`src/rtl/srh_pkg.sv`:
```
// shared constants, payload types and helper functions of the segment/rectangle edge hit block
`default_nettype none

package srh_pkg;

    localparam int COORD_BITS = 16;
    localparam int DIM_BITS = 15;
    // corner coordinates: left plus width, or top plus height, at full width
    localparam int EXT_BITS = ((COORD_BITS > DIM_BITS) ? COORD_BITS : DIM_BITS + 1) + 1;
    localparam int SEG_BITS = COORD_BITS + 1;
    localparam int REL_BITS = EXT_BITS + 1;
    localparam int PROD_BITS = SEG_BITS + REL_BITS;
    localparam int CROSS_BITS = PROD_BITS + 1;
    localparam int IN_BITS = 6 * COORD_BITS + 2 * DIM_BITS;
    localparam int IN_TDATA_BITS = ((IN_BITS + 7) / 8) * 8;
    localparam int OUT_TDATA_BITS = 8;

    typedef struct packed {
        logic signed [COORD_BITS-1:0] ax;
        logic signed [COORD_BITS-1:0] ay;
        logic signed [COORD_BITS-1:0] bx;
        logic signed [COORD_BITS-1:0] by;
        logic signed [COORD_BITS-1:0] left;
        logic signed [COORD_BITS-1:0] top;
        logic [DIM_BITS-1:0]          w;
        logic [DIM_BITS-1:0]          h;
    } query_t;

    // position of one segment endpoint against the rectangle's edge lines
    typedef struct packed {
        logic lt_l;
        logic eq_l;
        logic lt_r;
        logic eq_r;
        logic lt_t;
        logic eq_t;
        logic lt_b;
        logic eq_b;
    } pt_flags_t;

    // sign of a cross product: positive is both bits low
    typedef struct packed {
        logic neg;
        logic zero;
    } orient_t;

    typedef struct packed {
        pt_flags_t fa;
        pt_flags_t fb;
        logic      w_nz;
        logic      h_nz;
    } side_t;

    typedef struct packed {
        logic signed [SEG_BITS-1:0] dx;
        logic signed [SEG_BITS-1:0] dy;
        logic signed [REL_BITS-1:0] relx_l;
        logic signed [REL_BITS-1:0] relx_r;
        logic signed [REL_BITS-1:0] rely_t;
        logic signed [REL_BITS-1:0] rely_b;
        side_t                      side;
    } prep_t;

    typedef struct packed {
        orient_t tl;
        orient_t tr;
        orient_t bl;
        orient_t br;
        side_t   side;
    } orient_set_t;

    // orientation of an endpoint against an axis-aligned edge; flip for vertical edges
    function automatic orient_t edge_orient(input logic nz, input logic lt, input logic eq,
                                            input logic flip);
        orient_t o;
        o.zero = !nz || eq;
        o.neg = nz && !eq && (flip ? !lt : lt);
        return o;
    endfunction

    // edge line lies between the two endpoints' coordinates, inclusive
    function automatic logic in_span(input logic a_lt, input logic a_eq,
                                     input logic b_lt, input logic b_eq);
        logic a_gt;
        logic b_gt;
        a_gt = !a_lt && !a_eq;
        b_gt = !b_lt && !b_eq;
        return !(a_lt && b_lt) && !(a_gt && b_gt);
    endfunction

endpackage

`default_nettype wire

```
`src/rtl/srh_prep.sv`:
```
// two front stages: corner sums, segment and corner deltas, endpoint position flags
`default_nettype none

module srh_prep (
    input  logic            clk,
    input  logic            rst_n,
    input  logic            in_valid,
    output logic            in_ready,
    input  srh_pkg::query_t in_query,
    output logic            out_valid,
    input  logic            out_ready,
    output srh_pkg::prep_t  out_prep
);

    logic                                  v1_reg;
    logic                                  v2_reg;
    logic                                  rdy1;
    logic                                  rdy2;
    logic signed [srh_pkg::COORD_BITS-1:0] ax_reg;
    logic signed [srh_pkg::COORD_BITS-1:0] ay_reg;
    logic signed [srh_pkg::COORD_BITS-1:0] bx_reg;
    logic signed [srh_pkg::COORD_BITS-1:0] by_reg;
    logic signed [srh_pkg::EXT_BITS-1:0]   left_reg;
    logic signed [srh_pkg::EXT_BITS-1:0]   top_reg;
    logic signed [srh_pkg::EXT_BITS-1:0]   right_reg;
    logic signed [srh_pkg::EXT_BITS-1:0]   bottom_reg;
    logic signed [srh_pkg::SEG_BITS-1:0]   dx_reg;
    logic signed [srh_pkg::SEG_BITS-1:0]   dy_reg;
    logic                                  w_nz_reg;
    logic                                  h_nz_reg;
    logic signed [srh_pkg::EXT_BITS-1:0]   left_next;
    logic signed [srh_pkg::EXT_BITS-1:0]   top_next;
    logic signed [srh_pkg::EXT_BITS-1:0]   right_next;
    logic signed [srh_pkg::EXT_BITS-1:0]   bottom_next;
    srh_pkg::prep_t                        prep_reg;
    srh_pkg::prep_t                        prep_next;

    function automatic srh_pkg::pt_flags_t pt_flags(
        input logic signed [srh_pkg::EXT_BITS-1:0] px,
        input logic signed [srh_pkg::EXT_BITS-1:0] py,
        input logic signed [srh_pkg::EXT_BITS-1:0] l,
        input logic signed [srh_pkg::EXT_BITS-1:0] r,
        input logic signed [srh_pkg::EXT_BITS-1:0] t,
        input logic signed [srh_pkg::EXT_BITS-1:0] b
    );
        srh_pkg::pt_flags_t f;
        f.lt_l = px < l;
        f.eq_l = px == l;
        f.lt_r = px < r;
        f.eq_r = px == r;
        f.lt_t = py < t;
        f.eq_t = py == t;
        f.lt_b = py < b;
        f.eq_b = py == b;
        return f;
    endfunction

    assign rdy2 = !v2_reg || out_ready;
    assign rdy1 = !v1_reg || rdy2;
    assign in_ready = rdy1;
    assign out_valid = v2_reg;
    assign out_prep = prep_reg;

    always_comb
    begin
        left_next = srh_pkg::EXT_BITS'(in_query.left);
        top_next = srh_pkg::EXT_BITS'(in_query.top);
        right_next = left_next + srh_pkg::EXT_BITS'($signed({1'b0, in_query.w}));
        bottom_next = top_next + srh_pkg::EXT_BITS'($signed({1'b0, in_query.h}));
    end

    always_ff @(posedge clk or negedge rst_n)
    begin
        if (!rst_n)
        begin
            v1_reg <= 1'b0;
            v2_reg <= 1'b0;
        end
        else
        begin
            if (rdy1)
            begin
                v1_reg <= in_valid;
            end
            if (rdy2)
            begin
                v2_reg <= v1_reg;
            end
        end
    end

    always_ff @(posedge clk)
    begin
        if (in_valid && rdy1)
        begin
            ax_reg <= in_query.ax;
            ay_reg <= in_query.ay;
            bx_reg <= in_query.bx;
            by_reg <= in_query.by;
            left_reg <= left_next;
            top_reg <= top_next;
            right_reg <= right_next;
            bottom_reg <= bottom_next;
            dx_reg <= srh_pkg::SEG_BITS'(in_query.bx) - srh_pkg::SEG_BITS'(in_query.ax);
            dy_reg <= srh_pkg::SEG_BITS'(in_query.by) - srh_pkg::SEG_BITS'(in_query.ay);
            w_nz_reg <= in_query.w != '0;
            h_nz_reg <= in_query.h != '0;
        end
    end

    always_comb
    begin
        prep_next.dx = dx_reg;
        prep_next.dy = dy_reg;
        prep_next.relx_l = srh_pkg::REL_BITS'(left_reg) - srh_pkg::REL_BITS'(ax_reg);
        prep_next.relx_r = srh_pkg::REL_BITS'(right_reg) - srh_pkg::REL_BITS'(ax_reg);
        prep_next.rely_t = srh_pkg::REL_BITS'(top_reg) - srh_pkg::REL_BITS'(ay_reg);
        prep_next.rely_b = srh_pkg::REL_BITS'(bottom_reg) - srh_pkg::REL_BITS'(ay_reg);
        prep_next.side.fa = pt_flags(srh_pkg::EXT_BITS'(ax_reg), srh_pkg::EXT_BITS'(ay_reg),
                                     left_reg, right_reg, top_reg, bottom_reg);
        prep_next.side.fb = pt_flags(srh_pkg::EXT_BITS'(bx_reg), srh_pkg::EXT_BITS'(by_reg),
                                     left_reg, right_reg, top_reg, bottom_reg);
        prep_next.side.w_nz = w_nz_reg;
        prep_next.side.h_nz = h_nz_reg;
    end

    always_ff @(posedge clk)
    begin
        if (v1_reg && rdy2)
        begin
            prep_reg <= prep_next;
        end
    end

endmodule

`default_nettype wire

```
`src/rtl/srh_cross.sv`:
```
// two cross-product stages: registered products, then difference and sign per corner
`default_nettype none

module srh_cross (
    input  logic                 clk,
    input  logic                 rst_n,
    input  logic                 in_valid,
    output logic                 in_ready,
    input  srh_pkg::prep_t       in_prep,
    output logic                 out_valid,
    input  logic                 out_ready,
    output srh_pkg::orient_set_t out_orient
);

    logic                                  v1_reg;
    logic                                  v2_reg;
    logic                                  rdy1;
    logic                                  rdy2;
    logic signed [srh_pkg::PROD_BITS-1:0]  p_dx_t_reg;
    logic signed [srh_pkg::PROD_BITS-1:0]  p_dx_b_reg;
    logic signed [srh_pkg::PROD_BITS-1:0]  p_dy_l_reg;
    logic signed [srh_pkg::PROD_BITS-1:0]  p_dy_r_reg;
    srh_pkg::side_t                        side_reg;
    logic signed [srh_pkg::CROSS_BITS-1:0] cross_tl;
    logic signed [srh_pkg::CROSS_BITS-1:0] cross_tr;
    logic signed [srh_pkg::CROSS_BITS-1:0] cross_bl;
    logic signed [srh_pkg::CROSS_BITS-1:0] cross_br;
    srh_pkg::orient_set_t                  orient_reg;
    srh_pkg::orient_set_t                  orient_next;

    function automatic srh_pkg::orient_t sign_of(
        input logic signed [srh_pkg::CROSS_BITS-1:0] v
    );
        srh_pkg::orient_t o;
        o.neg = v[srh_pkg::CROSS_BITS-1];
        o.zero = v == '0;
        return o;
    endfunction

    assign rdy2 = !v2_reg || out_ready;
    assign rdy1 = !v1_reg || rdy2;
    assign in_ready = rdy1;
    assign out_valid = v2_reg;
    assign out_orient = orient_reg;

    always_ff @(posedge clk or negedge rst_n)
    begin
        if (!rst_n)
        begin
            v1_reg <= 1'b0;
            v2_reg <= 1'b0;
        end
        else
        begin
            if (rdy1)
            begin
                v1_reg <= in_valid;
            end
            if (rdy2)
            begin
                v2_reg <= v1_reg;
            end
        end
    end

    always_ff @(posedge clk)
    begin
        if (in_valid && rdy1)
        begin
            p_dx_t_reg <= srh_pkg::PROD_BITS'(in_prep.dx) * srh_pkg::PROD_BITS'(in_prep.rely_t);
            p_dx_b_reg <= srh_pkg::PROD_BITS'(in_prep.dx) * srh_pkg::PROD_BITS'(in_prep.rely_b);
            p_dy_l_reg <= srh_pkg::PROD_BITS'(in_prep.dy) * srh_pkg::PROD_BITS'(in_prep.relx_l);
            p_dy_r_reg <= srh_pkg::PROD_BITS'(in_prep.dy) * srh_pkg::PROD_BITS'(in_prep.relx_r);
            side_reg <= in_prep.side;
        end
    end

    // corner orientation against the segment: dx*(cy-ay) - dy*(cx-ax)
    always_comb
    begin
        cross_tl = srh_pkg::CROSS_BITS'(p_dx_t_reg) - srh_pkg::CROSS_BITS'(p_dy_l_reg);
        cross_tr = srh_pkg::CROSS_BITS'(p_dx_t_reg) - srh_pkg::CROSS_BITS'(p_dy_r_reg);
        cross_bl = srh_pkg::CROSS_BITS'(p_dx_b_reg) - srh_pkg::CROSS_BITS'(p_dy_l_reg);
        cross_br = srh_pkg::CROSS_BITS'(p_dx_b_reg) - srh_pkg::CROSS_BITS'(p_dy_r_reg);
        orient_next.tl = sign_of(cross_tl);
        orient_next.tr = sign_of(cross_tr);
        orient_next.bl = sign_of(cross_bl);
        orient_next.br = sign_of(cross_br);
        orient_next.side = side_reg;
    end

    always_ff @(posedge clk)
    begin
        if (v1_reg && rdy2)
        begin
            orient_reg <= orient_next;
        end
    end

endmodule

`default_nettype wire

```
`src/rtl/srh_decide.sv`:
```
// final stage: per-edge touch decision and the registered hit result
`default_nettype none

module srh_decide (
    input  logic                 clk,
    input  logic                 rst_n,
    input  logic                 in_valid,
    output logic                 in_ready,
    input  srh_pkg::orient_set_t in_orient,
    output logic                 out_valid,
    input  logic                 out_ready,
    output logic                 hit
);

    logic               v_reg;
    logic               rdy;
    logic               hit_reg;
    logic               hit_next;
    srh_pkg::pt_flags_t fa;
    srh_pkg::pt_flags_t fb;
    logic               w_nz;
    logic               h_nz;
    logic               cx_l;
    logic               cx_r;
    logic               cy_t;
    logic               cy_b;
    logic               ax_in;
    logic               bx_in;
    logic               ay_in;
    logic               by_in;
    logic               hit_top;
    logic               hit_bottom;
    logic               hit_left;
    logic               hit_right;

    function automatic logic seg_touch(
        input srh_pkg::orient_t o1,
        input srh_pkg::orient_t o2,
        input srh_pkg::orient_t o3,
        input srh_pkg::orient_t o4,
        input logic             in3,
        input logic             in4,
        input logic             a_on,
        input logic             b_on
    );
        return ((o1 != o2) && (o3 != o4)) || (o1.zero && in3) || (o2.zero && in4) ||
               (o3.zero && a_on) || (o4.zero && b_on);
    endfunction

    assign rdy = !v_reg || out_ready;
    assign in_ready = rdy;
    assign out_valid = v_reg;
    assign hit = hit_reg;

    always_comb
    begin
        fa = in_orient.side.fa;
        fb = in_orient.side.fb;
        w_nz = in_orient.side.w_nz;
        h_nz = in_orient.side.h_nz;
        // edge lines that fall inside the segment's bounding box
        cx_l = srh_pkg::in_span(fa.lt_l, fa.eq_l, fb.lt_l, fb.eq_l);
        cx_r = srh_pkg::in_span(fa.lt_r, fa.eq_r, fb.lt_r, fb.eq_r);
        cy_t = srh_pkg::in_span(fa.lt_t, fa.eq_t, fb.lt_t, fb.eq_t);
        cy_b = srh_pkg::in_span(fa.lt_b, fa.eq_b, fb.lt_b, fb.eq_b);
        // endpoints within the rectangle's x and y extents
        ax_in = !fa.lt_l && (fa.lt_r || fa.eq_r);
        bx_in = !fb.lt_l && (fb.lt_r || fb.eq_r);
        ay_in = !fa.lt_t && (fa.lt_b || fa.eq_b);
        by_in = !fb.lt_t && (fb.lt_b || fb.eq_b);
        hit_top = seg_touch(in_orient.tl, in_orient.tr,
                            srh_pkg::edge_orient(w_nz, fa.lt_t, fa.eq_t, 1'b0),
                            srh_pkg::edge_orient(w_nz, fb.lt_t, fb.eq_t, 1'b0),
                            cx_l && cy_t, cx_r && cy_t,
                            ax_in && fa.eq_t, bx_in && fb.eq_t);
        hit_bottom = seg_touch(in_orient.bl, in_orient.br,
                               srh_pkg::edge_orient(w_nz, fa.lt_b, fa.eq_b, 1'b0),
                               srh_pkg::edge_orient(w_nz, fb.lt_b, fb.eq_b, 1'b0),
                               cx_l && cy_b, cx_r && cy_b,
                               ax_in && fa.eq_b, bx_in && fb.eq_b);
        hit_left = seg_touch(in_orient.tl, in_orient.bl,
                             srh_pkg::edge_orient(h_nz, fa.lt_l, fa.eq_l, 1'b1),
                             srh_pkg::edge_orient(h_nz, fb.lt_l, fb.eq_l, 1'b1),
                             cx_l && cy_t, cx_l && cy_b,
                             ay_in && fa.eq_l, by_in && fb.eq_l);
        hit_right = seg_touch(in_orient.tr, in_orient.br,
                              srh_pkg::edge_orient(h_nz, fa.lt_r, fa.eq_r, 1'b1),
                              srh_pkg::edge_orient(h_nz, fb.lt_r, fb.eq_r, 1'b1),
                              cx_r && cy_t, cx_r && cy_b,
                              ay_in && fa.eq_r, by_in && fb.eq_r);
        hit_next = hit_top || hit_bottom || hit_left || hit_right;
    end

    always_ff @(posedge clk or negedge rst_n)
    begin
        if (!rst_n)
        begin
            v_reg <= 1'b0;
        end
        else if (rdy)
        begin
            v_reg <= in_valid;
        end
    end

    always_ff @(posedge clk)
    begin
        if (in_valid && rdy)
        begin
            hit_reg <= hit_next;
        end
    end

endmodule

`default_nettype wire

```
`src/rtl/segment_rect_edge_hit.sv`:
```
// an accepted input transaction reaches the master side through the register stages in
// order: corner sums, deltas and flags, products, cross signs, edge decision
// throughput: one transaction per cycle while m_tready is high; a stage refills in the
// cycle it hands its item on, holds it while the next one is full; stalls back up without loss
// reset clears only the stage valid bits, the pipeline comes up empty
`default_nettype none

module segment_rect_edge_hit (
    input  logic                                clk,
    input  logic                                rst_n,
    input  logic                                s_tvalid,
    output logic                                s_tready,
    // start_x, start_y, end_x, end_y, box_left, box_top, box_width, box_height, zero pad
    input  logic [srh_pkg::IN_TDATA_BITS-1:0]   s_tdata,
    output logic                                m_tvalid,
    input  logic                                m_tready,
    // hit, zero pad
    output logic [srh_pkg::OUT_TDATA_BITS-1:0]  m_tdata
);

    localparam int CB = srh_pkg::COORD_BITS;
    localparam int DB = srh_pkg::DIM_BITS;

    srh_pkg::query_t      query;
    srh_pkg::prep_t       prep;
    srh_pkg::orient_set_t orient;
    logic                 prep_valid;
    logic                 prep_ready;
    logic                 orient_valid;
    logic                 orient_ready;
    logic                 hit;

    always_comb
    begin
        query.ax = s_tdata[0*CB +: CB];
        query.ay = s_tdata[1*CB +: CB];
        query.bx = s_tdata[2*CB +: CB];
        query.by = s_tdata[3*CB +: CB];
        query.left = s_tdata[4*CB +: CB];
        query.top = s_tdata[5*CB +: CB];
        query.w = s_tdata[6*CB +: DB];
        query.h = s_tdata[6*CB+DB +: DB];
    end

    srh_prep u_prep (
        .clk       (clk),
        .rst_n     (rst_n),
        .in_valid  (s_tvalid),
        .in_ready  (s_tready),
        .in_query  (query),
        .out_valid (prep_valid),
        .out_ready (prep_ready),
        .out_prep  (prep)
    );

    srh_cross u_cross (
        .clk        (clk),
        .rst_n      (rst_n),
        .in_valid   (prep_valid),
        .in_ready   (prep_ready),
        .in_prep    (prep),
        .out_valid  (orient_valid),
        .out_ready  (orient_ready),
        .out_orient (orient)
    );

    srh_decide u_decide (
        .clk       (clk),
        .rst_n     (rst_n),
        .in_valid  (orient_valid),
        .in_ready  (orient_ready),
        .in_orient (orient),
        .out_valid (m_tvalid),
        .out_ready (m_tready),
        .hit       (hit)
    );

    assign m_tdata = {{(srh_pkg::OUT_TDATA_BITS-1){1'b0}}, hit};

endmodule

`default_nettype wire

```
`config.mk`:
```
export PLATFORM = sky130hd
export DESIGN_NAME = segment_rect_edge_hit
export DESIGN_NICKNAME = d
export VERILOG_FILES = /design/src/rtl/srh_pkg.sv /design/src/rtl/srh_prep.sv /design/src/rtl/srh_cross.sv /design/src/rtl/srh_decide.sv /design/src/rtl/segment_rect_edge_hit.sv
export SDC_FILE = /design/constraint.sdc
export NUM_CORES = 2
export LEC_CHECK = 0
export ABC_AREA = 1
export BUFFER_PORTS_ARGS = -buffer_cell sky130_fd_sc_hd__buf_4
export CORE_MARGIN = 5
export CORE_UTILIZATION = 50
export DETAILED_ROUTE_END_ITERATION = 10
export PLACE_DENSITY = 0.66
export SYNTH_ARGS = -nofsm -noshare
export SYNTH_HDL_FRONTEND = slang
export SYNTH_SLANG_ARGS = --single-unit
```
`constraint.sdc`:
```
create_clock -name clk -period 10.56 [get_ports clk]
set_input_delay 2.112 -clock clk [delete_from_list [all_inputs] [get_ports clk]]
set_output_delay 2.112 -clock clk [all_outputs]
set_load 0.1 [all_outputs]
```
==> results.tsv <==
stage	metric	value	unit
status	status	completed	
die	start_util	50.17	%
cells_and_area	final_util	53.37	%
cts	cts_setup_buffers	0	
die	die_h	402.9	um
critical_path	crit_required	10950	ps
critical_path	worstReg2RegEnd	u_cross.p_dy_l_reg[33]$_DFFE_PP_	
routing	drt_iter0_drc	4111	
critical_path	crit_path_top_delay_cell	fa_1	
grt	grt_pass1_wl	328100	um
timing	slew_viol_final	0	
critical_path	r2r_slack	3570	ps
logic_synthesis	async_flop_share	1.050	%
cells_and_area	seq_area	14270	um2
logic_synthesis	syn_avg_cell_area	8.350	um2
cts	cts_tree	done	
cts	cts_resized	0	
routing	detail_route.vias_per_cell	5.170	
critical_path	worstSetupPathType	reg2reg	
timing	period_minus_slack	6995	ps
routing	via_count	58463	
timing	max_freq	0.1430	GHz
cells_and_area	area_growth	6.365	%
grt	first_global_vias	60515	
critical_path	crit_path_cell_trace	nand2_1 > inv_1 > fa_1 > fa_1 > fa_1 > fa_1 > fa_1 > inv_1 > fa_1 > inv_1 > ha_1 > nand2_1 > nor2_1 > nand4_1 > o221ai_1 > a21oi_1 > xor2_1	
critical_path	reg2regPathDepth	17	
cells_and_area	n_antenna_cell	0	
placement	routabilityCongestion	0.9662	
cts	cts_buffers	59	
routing	ant_nets	0	
grt	grt.total_usage	25.40	%
routing	drc	0	
timing	slew_headroom	27.62	%
cts	htreeDepth	2	
cells_and_area	nFillCells	14347	
worst_hold_path	hold_start	u_prep.dy_reg[7]$_DFFE_PP_	
timing	finalClockSkew	56.12	ps
timing	rsz0062_at_grt	no	
logic_synthesis	ys_types	64	
critical_path	crit_buf_inv	3	
cts	cts.path.max_buffers	3	
cells_and_area	largest_register_ffs	122	
cells_and_area	nNetsFinal	11257	
cells_and_area	drive_gt1_share	4.404	%
critical_path	crit_family	adder cells	
grt	antenna_found_initial	0	
routing	wirelength	202900	um
logic_synthesis	ys_top_cells_by_area	fa_1, edfxtp_1, inv_1, ha_1, nand2_1	
critical_path	start_kind	register	
critical_path	path_max_fanout	17	
logic_synthesis	yosys.area.top_type	fa_1	
worst_hold_path	holdPathEnd	u_prep.out_prep[97]$_DFFE_PP_	
critical_path	cp_common_cell	fa_1	
cts	root_buffer	clkbuf_16	
logic_synthesis	synth_seq_cells	476	
timing	tightestPinTransition	1086	ps
cts	clock-sinks	476	
timing	hold_viol	0	
die	coreArea	153900	um2
logic_synthesis	ys_warn_count	0	
timing	setup_viol	0	
die	fp.dieW	402.9	um
cells_and_area	multi_input_area	52320	um2
critical_path	crit_path_max_incr_delay	960	ps
timing	fin_crit_sh	66.24	%
logic_synthesis	synth_edf_count	471	
die	std_cell_rows	144	
routing	drt-wirelength-per-cell	17.94	um
critical_path	worstPathArrival	7390	ps
worst_hold_path	min_path_type	reg2reg	
logic_synthesis	netlist_area	77200	um2
routing	drt-pass1-iter-count	6	
critical_path	critPathCaptureType	register	
placement	port_buffers	132	
flow_run	maxCapViolCount	0	
die	io_pins	142	
timing	tns	0	ps
cts	hold_buffers	0	
placement	hpwl	168900	um
critical_path	reg2reg_from	u_prep.out_prep[74]$_DFFE_PP_	
logic_synthesis	ys_seq_area_share	18.48	%
die	die_area	162400	um2
grt	globalRouteOverflowTotal	0	
logic_synthesis	synth_ff_type	edfxtp_1	
grt	grt_max_degree	91	
logic_synthesis	synth_cells	9246	
logic_synthesis	synth_top_area_share	31.79	%
cts	clk_pin_slew	60	ps
worst_hold_path	hold_path_depth	0	
cts	clkLatencyLatePin	700	ps
## through the flow
stage | area, um2 | hold WS [ps] | worst slack, ps | instances
floorplan | 77220 | 400.3 | 347.1 | 9252
global placement | 80120 | 402.7 | 3741 | 11201
detailed placement | 80120 | 404.5 | 3642 | 11201
CTS | 82110 | 415.3 | 3590 | 11309
global route | 82110 | 422.1 | 3233 | 11309
finish | 82110 | 413.1 | 3565 | 11309
## per-layer routing
layer / vias to the layer above / track usage (%) / wire (um)
met3: 295 / 2.842 / 13390
met5: - / 0 / 0
li1: 27626 / - / -
met4: 0 / 7.847 / 7232
met1: 28576 / 36.01 / 89650
met2: 1966 / 41.23 / 92630
## kinds of logic (layout without fill, tap and decap cells)
group           Yosys count  in the layout  share of synthesized area, %
simple gates           2909           2909                         15.22
buf+inv                2828           2841                         13.79
fa+ha+maj              1907           1907                         42.83
compound gates          813            813                         6.138
flops                   476            476                         18.48
xor+xnor                312            312                         3.540
other cells               1              7                      0.004857
## final cells by class
cell class / count / area share [%]
Timing Repair Buffer: 187 / 1.710
Inverter: 2546 / 11.64
Tap cell: 2044 / 3.115
Clock inverter: 42 / 0.6034
Sequential cell: 476 / 17.38
Multi-Input combinational cell: 5948 / 63.72
Clock buffer: 66 / 1.830
## cells in the final DEF, fill, tap and decap left out, types with 28 or more instances in the layout
cell type / n
inv_1: 2538
nand2_1: 2079
fa_1: 1226
ha_1: 681
edfxtp_1: 471
a21oi_1: 405
nor2_1: 401
xor2_1: 193
nand3_1: 189
buf_4: 187
o21ai_0: 132
xnor2_1: 119
nand4_1: 85
clkbuf_16: 59
nor3_1: 52
o21ai_1: 49
a21o_1: 33
a31oi_1: 28
## worst max path at each step
stage | slack [ps] | startpoint | to | cells after the start
after detailed placement | 3640 | u_prep.out_prep[74]$_DFFE_PP_ | u_cross.p_dy_l_reg[33]$_DFFE_PP_ | 17
after CTS | 3590 | u_prep.out_prep[74]$_DFFE_PP_ | u_cross.p_dy_l_reg[33]$_DFFE_PP_ | 17
after floorplan | 350 | m_tready | u_prep.ax_reg[0]$_DFFE_PP_ | 10
final | 3570 | u_prep.out_prep[74]$_DFFE_PP_ | u_cross.p_dy_l_reg[33]$_DFFE_PP_ | 17
after global routing | 3230 | u_prep.out_prep[92]$_DFFE_PP_ | u_cross.p_dy_r_reg[32]$_DFFE_PP_ | 17
after global placement | 3740 | u_prep.out_prep[74]$_DFFE_PP_ | u_cross.p_dy_l_reg[33]$_DFFE_PP_ | 17
## synthesized netlist by cell type, drive strengths merged (5+ instances only)
| cell | instances |
|---|---|
| a21o | 35 |
| dfrtp | 5 |
| fa | 1226 |
| buf | 13 |
| nand2 | 2104 |
| nand3 | 193 |
| nand4 | 85 |
| nor2 | 409 |
| a31oi | 29 |
| nor4 | 20 |
| xor2 | 193 |
| o21a | 17 |
| a21boi | 27 |
| ha | 681 |
| clkbuf | 269 |
| o211ai | 13 |
| or2 | 26 |
| nand3b | 9 |
| xnor2 | 119 |
| o21bai | 24 |
| o221ai | 10 |
| a21oi | 424 |
| o21ai | 197 |
| edfxtp | 471 |
| a211oi | 6 |
| inv | 2544 |
| nor3 | 56 |
| o31ai | 7 |
Power is left out: the tool's default activity adds up to more than one toggle a clock period on the data nets, which glitch-free logic cannot reach.
